<file path="src/sv/cdu_pkg.sv">
// ----------------------------------------------------------------------------
// cdu_pkg
// shared types, codes and calendar helpers of the calendar date unit
// ----------------------------------------------------------------------------
package cdu_pkg;

    localparam int unsigned YearW  = 16;
    localparam int unsigned MonthW = 4;
    localparam int unsigned DayW   = 5;
    localparam int unsigned CmdW   = 3;
    localparam int unsigned ErrW   = 3;

    localparam logic [MonthW-1:0] MonthsPerYear = 4'd12;
    localparam logic [MonthW-1:0] MonthFeb      = 4'd2;
    localparam logic signed [YearW-1:0] YearMax = 16'sh7FFF;

    // divisibility by 25 through the multiplicative inverse modulo 2^16
    localparam logic [YearW-1:0] Inv25      = 16'd23593;
    localparam logic [YearW-1:0] Div25Limit = 16'd2621;

    typedef enum logic [CmdW-1:0] {
        CMD_NEXT_DAY   = 3'd0,
        CMD_NEXT_MONTH = 3'd1,
        CMD_NEXT_YEAR  = 3'd2,
        CMD_COMPARE    = 3'd3,
        CMD_VALIDATE   = 3'd4
    } cmd_t;

    typedef enum logic [ErrW-1:0] {
        ERR_OK        = 3'd0,
        ERR_BAD_YEAR  = 3'd1,
        ERR_BAD_MONTH = 3'd2,
        ERR_BAD_DAY   = 3'd3,
        ERR_OVERFLOW  = 3'd4
    } err_t;

    typedef struct packed {
        logic [CmdW-1:0]          command;
        logic signed [YearW-1:0]  year_a;
        logic [MonthW-1:0]        month_a;
        logic [DayW-1:0]          day_a;
        logic signed [YearW-1:0]  year_b;
        logic [MonthW-1:0]        month_b;
        logic [DayW-1:0]          day_b;
    } req_t;

    typedef struct packed {
        logic signed [YearW-1:0]  out_year;
        logic [MonthW-1:0]        out_month;
        logic [DayW-1:0]          out_day;
        logic                     a_is_later;
        logic [ErrW-1:0]          error_code;
    } rsp_t;

    // 4 / 100 / 400 rule: leap = div4 and (not div25 or div16)
    function automatic logic is_leap(input logic [YearW-1:0] year);
        logic [YearW-1:0] prod;
        logic             div25;
        prod  = year * Inv25;
        div25 = (prod <= Div25Limit);
        return (year[1:0] == 2'b00) && (!div25 || (year[3:0] == 4'b0000));
    endfunction

    // length of a valid month
    function automatic logic [DayW-1:0] month_len(input logic [MonthW-1:0] month,
                                                  input logic leap);
        logic [DayW-1:0] len;
        len = 5'd31;
        if (month == MonthFeb)
            len = leap ? 5'd29 : 5'd28;
        else if (month inside {4'd4, 4'd6, 4'd9, 4'd11})
            len = 5'd30;
        return len;
    endfunction

endpackage

</file>
<file path="src/sv/cdu_if.sv">
// ----------------------------------------------------------------------------
// cdu_if
// valid / ready channels carrying request and result items
// ----------------------------------------------------------------------------
interface cdu_req_if
    import cdu_pkg::*;
();
    logic                    valid;
    logic                    ready;
    logic [CmdW-1:0]         command;
    logic signed [YearW-1:0] year_a;
    logic [MonthW-1:0]       month_a;
    logic [DayW-1:0]         day_a;
    logic signed [YearW-1:0] year_b;
    logic [MonthW-1:0]       month_b;
    logic [DayW-1:0]         day_b;

    modport source (output valid, command, year_a, month_a, day_a, year_b, month_b, day_b,
                    input ready);
    modport sink   (input valid, command, year_a, month_a, day_a, year_b, month_b, day_b,
                    output ready);
endinterface

interface cdu_rsp_if
    import cdu_pkg::*;
();
    logic                    valid;
    logic                    ready;
    logic signed [YearW-1:0] out_year;
    logic [MonthW-1:0]       out_month;
    logic [DayW-1:0]         out_day;
    logic                    a_is_later;
    logic [ErrW-1:0]         error_code;

    modport source (output valid, out_year, out_month, out_day, a_is_later, error_code,
                    input ready);
    modport sink   (input valid, out_year, out_month, out_day, a_is_later, error_code,
                    output ready);
endinterface

</file>
<file path="src/sv/calendar_date_unit.sv">
// ----------------------------------------------------------------------------
// calendar_date_unit
// gregorian date step, compare and validate; while the result side is not stalled, one item per cycle
// ----------------------------------------------------------------------------
// path: request into the input register, result into the result register
// throughput: one item per cycle unless the result channel stalls, set by the
//   input register feeding the single combinational date stage into the result register
// reset: rst_n clears both stage valid flags, both channels come up empty
// ----------------------------------------------------------------------------
module calendar_date_unit
    import cdu_pkg::*;
(
    input  logic       clk,
    input  logic       rst_n,
    cdu_req_if.sink    req,
    cdu_rsp_if.source  rsp
);

    // stage one: input register
    logic  in_valid_reg;
    req_t  in_reg;
    // stage two: result register
    logic  out_valid_reg;
    rsp_t  out_reg;
    rsp_t  out_next;

    logic  out_load;
    logic  in_load;

    // result stage takes a new item when empty or being drained
    assign out_load  = !out_valid_reg || rsp.ready;
    // input stage takes a new item when empty or moving forward
    assign in_load   = !in_valid_reg || out_load;
    assign req.ready = in_load;

    always_ff @(posedge clk or negedge rst_n)
    begin
        if (!rst_n)
        begin
            in_valid_reg  <= 1'b0;
            out_valid_reg <= 1'b0;
        end
        else
        begin
            if (in_load)
                in_valid_reg <= req.valid;
            if (out_load)
                out_valid_reg <= in_valid_reg;
        end
    end

    always_ff @(posedge clk)
    begin
        if (in_load && req.valid)
        begin
            in_reg.command <= req.command;
            in_reg.year_a  <= req.year_a;
            in_reg.month_a <= req.month_a;
            in_reg.day_a   <= req.day_a;
            in_reg.year_b  <= req.year_b;
            in_reg.month_b <= req.month_b;
            in_reg.day_b   <= req.day_b;
        end
        if (out_load && in_valid_reg)
            out_reg <= out_next;
    end

    // ------------------------------------------------------------------
    // date stage
    // ------------------------------------------------------------------
    logic [DayW-1:0]         len_a;
    logic [DayW-1:0]         len_n;
    err_t                    check;
    logic                    year_wrap;
    logic                    month_wrap;
    logic                    step_day_month;
    logic signed [YearW-1:0] new_year;
    logic [MonthW-1:0]       new_month;
    logic [DayW-1:0]         new_day;
    logic                    later;

    // month length of date a, only meaningful for a valid month
    assign len_a = month_len(in_reg.month_a, is_leap(in_reg.year_a));

    // validation in priority order: year, month, day
    always_comb
    begin
        if (in_reg.year_a[YearW-1])
            check = ERR_BAD_YEAR;
        else if (in_reg.month_a == '0 || in_reg.month_a > MonthsPerYear)
            check = ERR_BAD_MONTH;
        else if (in_reg.day_a == '0 || in_reg.day_a > len_a)
            check = ERR_BAD_DAY;
        else
            check = ERR_OK;
    end

    // candidate date before clamping
    always_comb
    begin
        month_wrap     = (in_reg.month_a == MonthsPerYear);
        step_day_month = (in_reg.day_a == len_a);
        new_year       = in_reg.year_a;
        new_month      = in_reg.month_a;
        new_day        = in_reg.day_a;
        year_wrap      = 1'b0;
        case (in_reg.command)
            CMD_NEXT_DAY:
            begin
                if (step_day_month)
                begin
                    new_day = 5'd1;
                    if (month_wrap)
                    begin
                        new_month = 4'd1;
                        new_year  = in_reg.year_a + 16'sd1;
                        year_wrap = (in_reg.year_a == YearMax);
                    end
                    else
                        new_month = in_reg.month_a + 4'd1;
                end
                else
                    new_day = in_reg.day_a + 5'd1;
            end
            CMD_NEXT_MONTH:
            begin
                if (month_wrap)
                begin
                    new_month = 4'd1;
                    new_year  = in_reg.year_a + 16'sd1;
                    year_wrap = (in_reg.year_a == YearMax);
                end
                else
                    new_month = in_reg.month_a + 4'd1;
            end
            CMD_NEXT_YEAR:
            begin
                new_year  = in_reg.year_a + 16'sd1;
                year_wrap = (in_reg.year_a == YearMax);
            end
            default:
            begin
                new_year = in_reg.year_a;
            end
        endcase
    end

    // length of the target month, used to clamp month and year steps
    assign len_n = month_len(new_month, is_leap(new_year));

    // lexicographic compare on raw fields
    always_comb
    begin
        if (in_reg.year_a != in_reg.year_b)
            later = (in_reg.year_a > in_reg.year_b);
        else if (in_reg.month_a != in_reg.month_b)
            later = (in_reg.month_a > in_reg.month_b);
        else
            later = (in_reg.day_a > in_reg.day_b);
    end

    // result assembly
    always_comb
    begin
        out_next.out_year   = in_reg.year_a;
        out_next.out_month  = in_reg.month_a;
        out_next.out_day    = in_reg.day_a;
        out_next.a_is_later = 1'b0;
        out_next.error_code = ERR_OK;
        case (in_reg.command)
            CMD_NEXT_DAY, CMD_NEXT_MONTH, CMD_NEXT_YEAR:
            begin
                if (check != ERR_OK)
                    out_next.error_code = check;
                else if (year_wrap)
                    out_next.error_code = ERR_OVERFLOW;
                else
                begin
                    out_next.out_year  = new_year;
                    out_next.out_month = new_month;
                    // day step lands on a valid day; others clamp to the target month length
                    if (in_reg.command != CMD_NEXT_DAY && new_day > len_n)
                        out_next.out_day = len_n;
                    else
                        out_next.out_day = new_day;
                end
            end
            CMD_COMPARE:
            begin
                out_next.a_is_later = later;
            end
            CMD_VALIDATE:
            begin
                out_next.error_code = check;
            end
            default:
            begin
                out_next.error_code = ERR_OK;
            end
        endcase
    end

    assign rsp.valid      = out_valid_reg;
    assign rsp.out_year   = out_reg.out_year;
    assign rsp.out_month  = out_reg.out_month;
    assign rsp.out_day    = out_reg.out_day;
    assign rsp.a_is_later = out_reg.a_is_later;
    assign rsp.error_code = out_reg.error_code;

endmodule

</file>
<file path="src/flat_wrapper.sv">
// flat-port wrapper written by rule: the top's interface ports become plain ports
module calendar_date_unit_flat import cdu_pkg::*;
  (clk, rst_n, req_valid, req_command, req_year_a, req_month_a, req_day_a, req_year_b, req_month_b, req_day_b, req_ready, rsp_valid, rsp_out_year, rsp_out_month, rsp_out_day, rsp_a_is_later, rsp_error_code, rsp_ready);
  cdu_req_if req_i ();
  cdu_rsp_if rsp_i ();
  input  logic clk;
  input  logic rst_n;
  input wire logic [$bits(req_i.valid)-1:0] req_valid;
  input wire logic [$bits(req_i.command)-1:0] req_command;
  input wire logic [$bits(req_i.year_a)-1:0] req_year_a;
  input wire logic [$bits(req_i.month_a)-1:0] req_month_a;
  input wire logic [$bits(req_i.day_a)-1:0] req_day_a;
  input wire logic [$bits(req_i.year_b)-1:0] req_year_b;
  input wire logic [$bits(req_i.month_b)-1:0] req_month_b;
  input wire logic [$bits(req_i.day_b)-1:0] req_day_b;
  output wire logic [$bits(req_i.ready)-1:0] req_ready;
  output wire logic [$bits(rsp_i.valid)-1:0] rsp_valid;
  output wire logic [$bits(rsp_i.out_year)-1:0] rsp_out_year;
  output wire logic [$bits(rsp_i.out_month)-1:0] rsp_out_month;
  output wire logic [$bits(rsp_i.out_day)-1:0] rsp_out_day;
  output wire logic [$bits(rsp_i.a_is_later)-1:0] rsp_a_is_later;
  output wire logic [$bits(rsp_i.error_code)-1:0] rsp_error_code;
  input wire logic [$bits(rsp_i.ready)-1:0] rsp_ready;
  assign req_i.valid = req_valid;
  assign req_i.command = req_command;
  assign req_i.year_a = req_year_a;
  assign req_i.month_a = req_month_a;
  assign req_i.day_a = req_day_a;
  assign req_i.year_b = req_year_b;
  assign req_i.month_b = req_month_b;
  assign req_i.day_b = req_day_b;
  assign req_ready = req_i.ready;
  assign rsp_valid = rsp_i.valid;
  assign rsp_out_year = rsp_i.out_year;
  assign rsp_out_month = rsp_i.out_month;
  assign rsp_out_day = rsp_i.out_day;
  assign rsp_a_is_later = rsp_i.a_is_later;
  assign rsp_error_code = rsp_i.error_code;
  assign rsp_i.ready = rsp_ready;
  calendar_date_unit u_core (.clk(clk), .rst_n(rst_n), .req(req_i), .rsp(rsp_i));
endmodule
</file>
<file path="config.mk">
export PLATFORM = sky130hd
export DESIGN_NAME = calendar_date_unit_flat
export DESIGN_NICKNAME = d
export VERILOG_FILES = /design/src/sv/cdu_pkg.sv /design/src/sv/cdu_if.sv /design/src/sv/calendar_date_unit.sv /design/src/flat_wrapper.sv
export SDC_FILE = /design/constraint.sdc
export NUM_CORES = 1
export LEC_CHECK = 0
export BUFFER_PORTS_ARGS = -buffer_cell sky130_fd_sc_hd__buf_2
export CAP_MARGIN = 5
export CELL_PAD_IN_SITES_DETAIL_PLACEMENT = 2
export CELL_PAD_IN_SITES_GLOBAL_PLACEMENT = 2
export CORE_ASPECT_RATIO = 0.75
export CORE_MARGIN = 5
export CORE_UTILIZATION = 43
export CTS_BUF_LIST = sky130_fd_sc_hd__clkbuf_4 sky130_fd_sc_hd__clkbuf_8
export DETAILED_ROUTE_END_ITERATION = 6
export GPL_ROUTABILITY_DRIVEN = 1
export PLACE_DENSITY_LB_ADDON = 0.1
export SETUP_SLACK_MARGIN = 0.5
export SLEW_MARGIN = 20
export SYNTH_ARGS = -nofsm -noshare
export SYNTH_HDL_FRONTEND = slang
export SYNTH_SLANG_ARGS = --single-unit
</file>
<file path="constraint.sdc">
create_clock -name clk -period 17 [get_ports clk]
set_input_delay 3.4 -clock clk [delete_from_list [all_inputs] [get_ports clk]]
set_output_delay 3.4 -clock clk [all_outputs]
set_load 0.01 [all_outputs]
</file>
==> results.cfg <==
[run_status]
outcome = completed

[sta]
slew_headroom_pct = 52.2
hold_viol_final = 0
post-route-min-period_ns = 12.44
fin_worst_skew_ns = 0.0172
period_share_pct = 73.1
fmax_ghz = 0.0804
fin_tns_setup_ns = 0
rsz0062_at_grt = no
hold_slack_ns = 0.499
worst_pin_slew_ns = 0.717
final_max_slew_viol_count = 0
setup_viol = 0

[logic_synthesis]
synth.area.top_cells = edfxtp_1 (31%), ha_1 (25%), fa_1 (9.1%)
synth_top_area_share_pct = 31.1
synth.most_common_cell = ha_1
synth-edff-count = 82
synth_top_area_cell = edfxtp_1
synth_ff_type = edfxtp_1
synth_seq_area_share_pct = 31.8
yosysWarnings = 0
avgSynthCellArea_sq_um = 10.5
async_flop_share_pct = 2.38
yosys_register_bits = 84
synth_area_sq_um = 7910
yosys-top-cells-count = ha_1 (160), inv_1 (130), edfxtp_1 (82)
syn_nets = 1004
syn_inst = 751
yosysUniqueCellTypes = 57

[global_route]
globalRouteOverflowTotal = 0
antenna_found_initial = 1
grt_pass1_wl_um = 38400
grt_usage_pct = 23.2
grt_pass1_vias = 6928
grt_start_max_net_pins = 54

[route]
routedWlPerCell_um = 22.2
drt-total-wl_um = 24200
first_iter_violations = 235
via_count = 5906
ant_nets = 0
drc = 0
dr.pass1.iters = 5
via_per_inst = 5.40

[setup_path]
cp.required_ns = 17.09
cp-start-kind = flip-flop
critical-path-top-delay-family = adder cells
crit_path_max_incr_delay_ns = 0.67
cp_max_fo = 15
crit_top_cell = ha_1
crit_type = reg2reg
r2r_setup_slack_ns = 4.56
worst-path-buf-inv = 5
worst_ep_arrival_time_ns = 12.52
crit_path_top_delay_cell = edfxtp_1
worstSetupEndpointType = flip-flop

[clock_tree]
cts_buffers = 9
cts-htree-levels = 3
path_clk_slew_ns = 0.08
cts_hold_buf = 0
clkSinkCount = 84
cts_resized = 0
cts_buffer_depth = 2
clock_latency_ns = 0.37
cts_root_buf = clkbuf_8
post_cts.repair.setup_buffers = 0
cts_tree = yes

[die]
start_util_pct = 43.3
die-area_sq_um = 21200
die_h_um = 127
core_sq_um = 18300
io_pins = 88
fp.dieW_um = 167
rows = 43

[finish]
drive_gt1_share_pct = 13.2
synthToLayoutAreaGrowth_pct = 11.4
nNetsFinal = 1094
fin_util_pct = 48.2
diodes = 0
final_cells = 1093
largest_reg_flops = 53

[pwr]
leakagePower_nw = 4.18
p_switching_mw = 0.412
p_per_area_nw_per_um2 = 113
clock_power_share_pct = 14.5
seq_power_share_pct = 26.2
netSwitchingFraction_pct = 41.2
p_comb_share_pct = 59.3
internal_power_mw = 0.587
ir_worst_vdd_uv = 67.5

[place]
dp_hpwl_um = 20000
port_buffers = 87
gp_congestion = 0.914
dp_cells = 1077

[job]
max_cap_violations = 0

[hold_path]
min_path_type = reg2reg
==> cell usage in the layout (no fill, tap or decap), types with 3 or more instances in the layout <==
cell	n
ha_1	160
inv_1	130
buf_2	87
edfxtp_1	82
xnor2_1	52
fa_1	36
a21oi_1	35
nor2_1	31
nand2_1	27
o21ai_0	23
nand3_1	18
a21o_1	13
nand4_1	13
xor2_1	10
o21a_1	9
clkbuf_8	9
nor3_1	8
and2_1	7
nor2b_1	7
nand2b_1	6
and3_1	5
or3_1	5
o21bai_1	4
o22ai_1	4
a31oi_1	4
o31ai_1	4
o41ai_1	3
nor3b_1	3
and4_1	3
a211oi_1	3
buf_4	3
==> path summary, 6_finish.rpt <==
kind,start,to,cells past startpoint
worst min register to register,u_core.in_valid_reg,u_core.rsp.valid,1
min in group asynchronous,rst_n,u_core.rsp.valid,1
max in group asynchronous,rst_n,u_core.in_valid_reg,1
worst max-delay path,u_core.in_reg[37],u_core.rsp.out_day[1],43
worst max register to register,u_core.in_reg[37],u_core.rsp.out_day[1],43
worst min-delay path,u_core.in_valid_reg,u_core.rsp.valid,1
==> cells by family after synthesis <==
logic type               synth area share (%)
buffers and inverters                    6.91
XOR/XNOR                                 7.15
flip-flops                               31.8
AO/OA/AOI/OAI                            9.61
adder cells (fa/ha/maj)                  34.4
multiplexers                            0.538
AND/OR/NAND/NOR                          9.63
==> stage by stage <==
stage	instance area, sq um	total power [mW]	worst slack (ns)
final	8820	0.998	4.56
after CTS	8820	1.01	4.46
after global routing	8820	1.09	3.96
after global placement	8620	0.806	5.00
after floorplan	7910	0.689	6.42
after detailed placement	8620	0.858	4.48
==> power groups by stage <==
stage	clock (mW)	sequential [mW]	combinational [mW]
after CTS	0.149	0.261	0.602
final	0.145	0.261	0.592
after global placement	0	0.265	0.541
after detailed placement	0	0.266	0.593
after global routing	0.160	0.263	0.667
after floorplan	0	0.262	0.427
==> routing by layer <==
layer | vias to the layer above | GRT usage, % | wire length, um
li1 | 2791 | - | -
met1 | 2994 | 31.1 | 11200
met2 | 107 | 41.1 | 11900
met3 | 14 | 3.00 | 946
met4 | 0 | 3.99 | 251
met5 | - | 0 | 0
==> final cells by class <==
type / instances / area (sq um)
Inverter: 130 / 488
Clock buffer: 10 / 131
Fill cell: 1968 / 9480
Clock inverter: 6 / 62.6
Timing Repair Buffer: 90 / 458
Sequential cell: 84 / 2510
Multi-Input combinational cell: 526 / 4860
Tap cell: 247 / 309
Power figures use the tool's default switching activity.
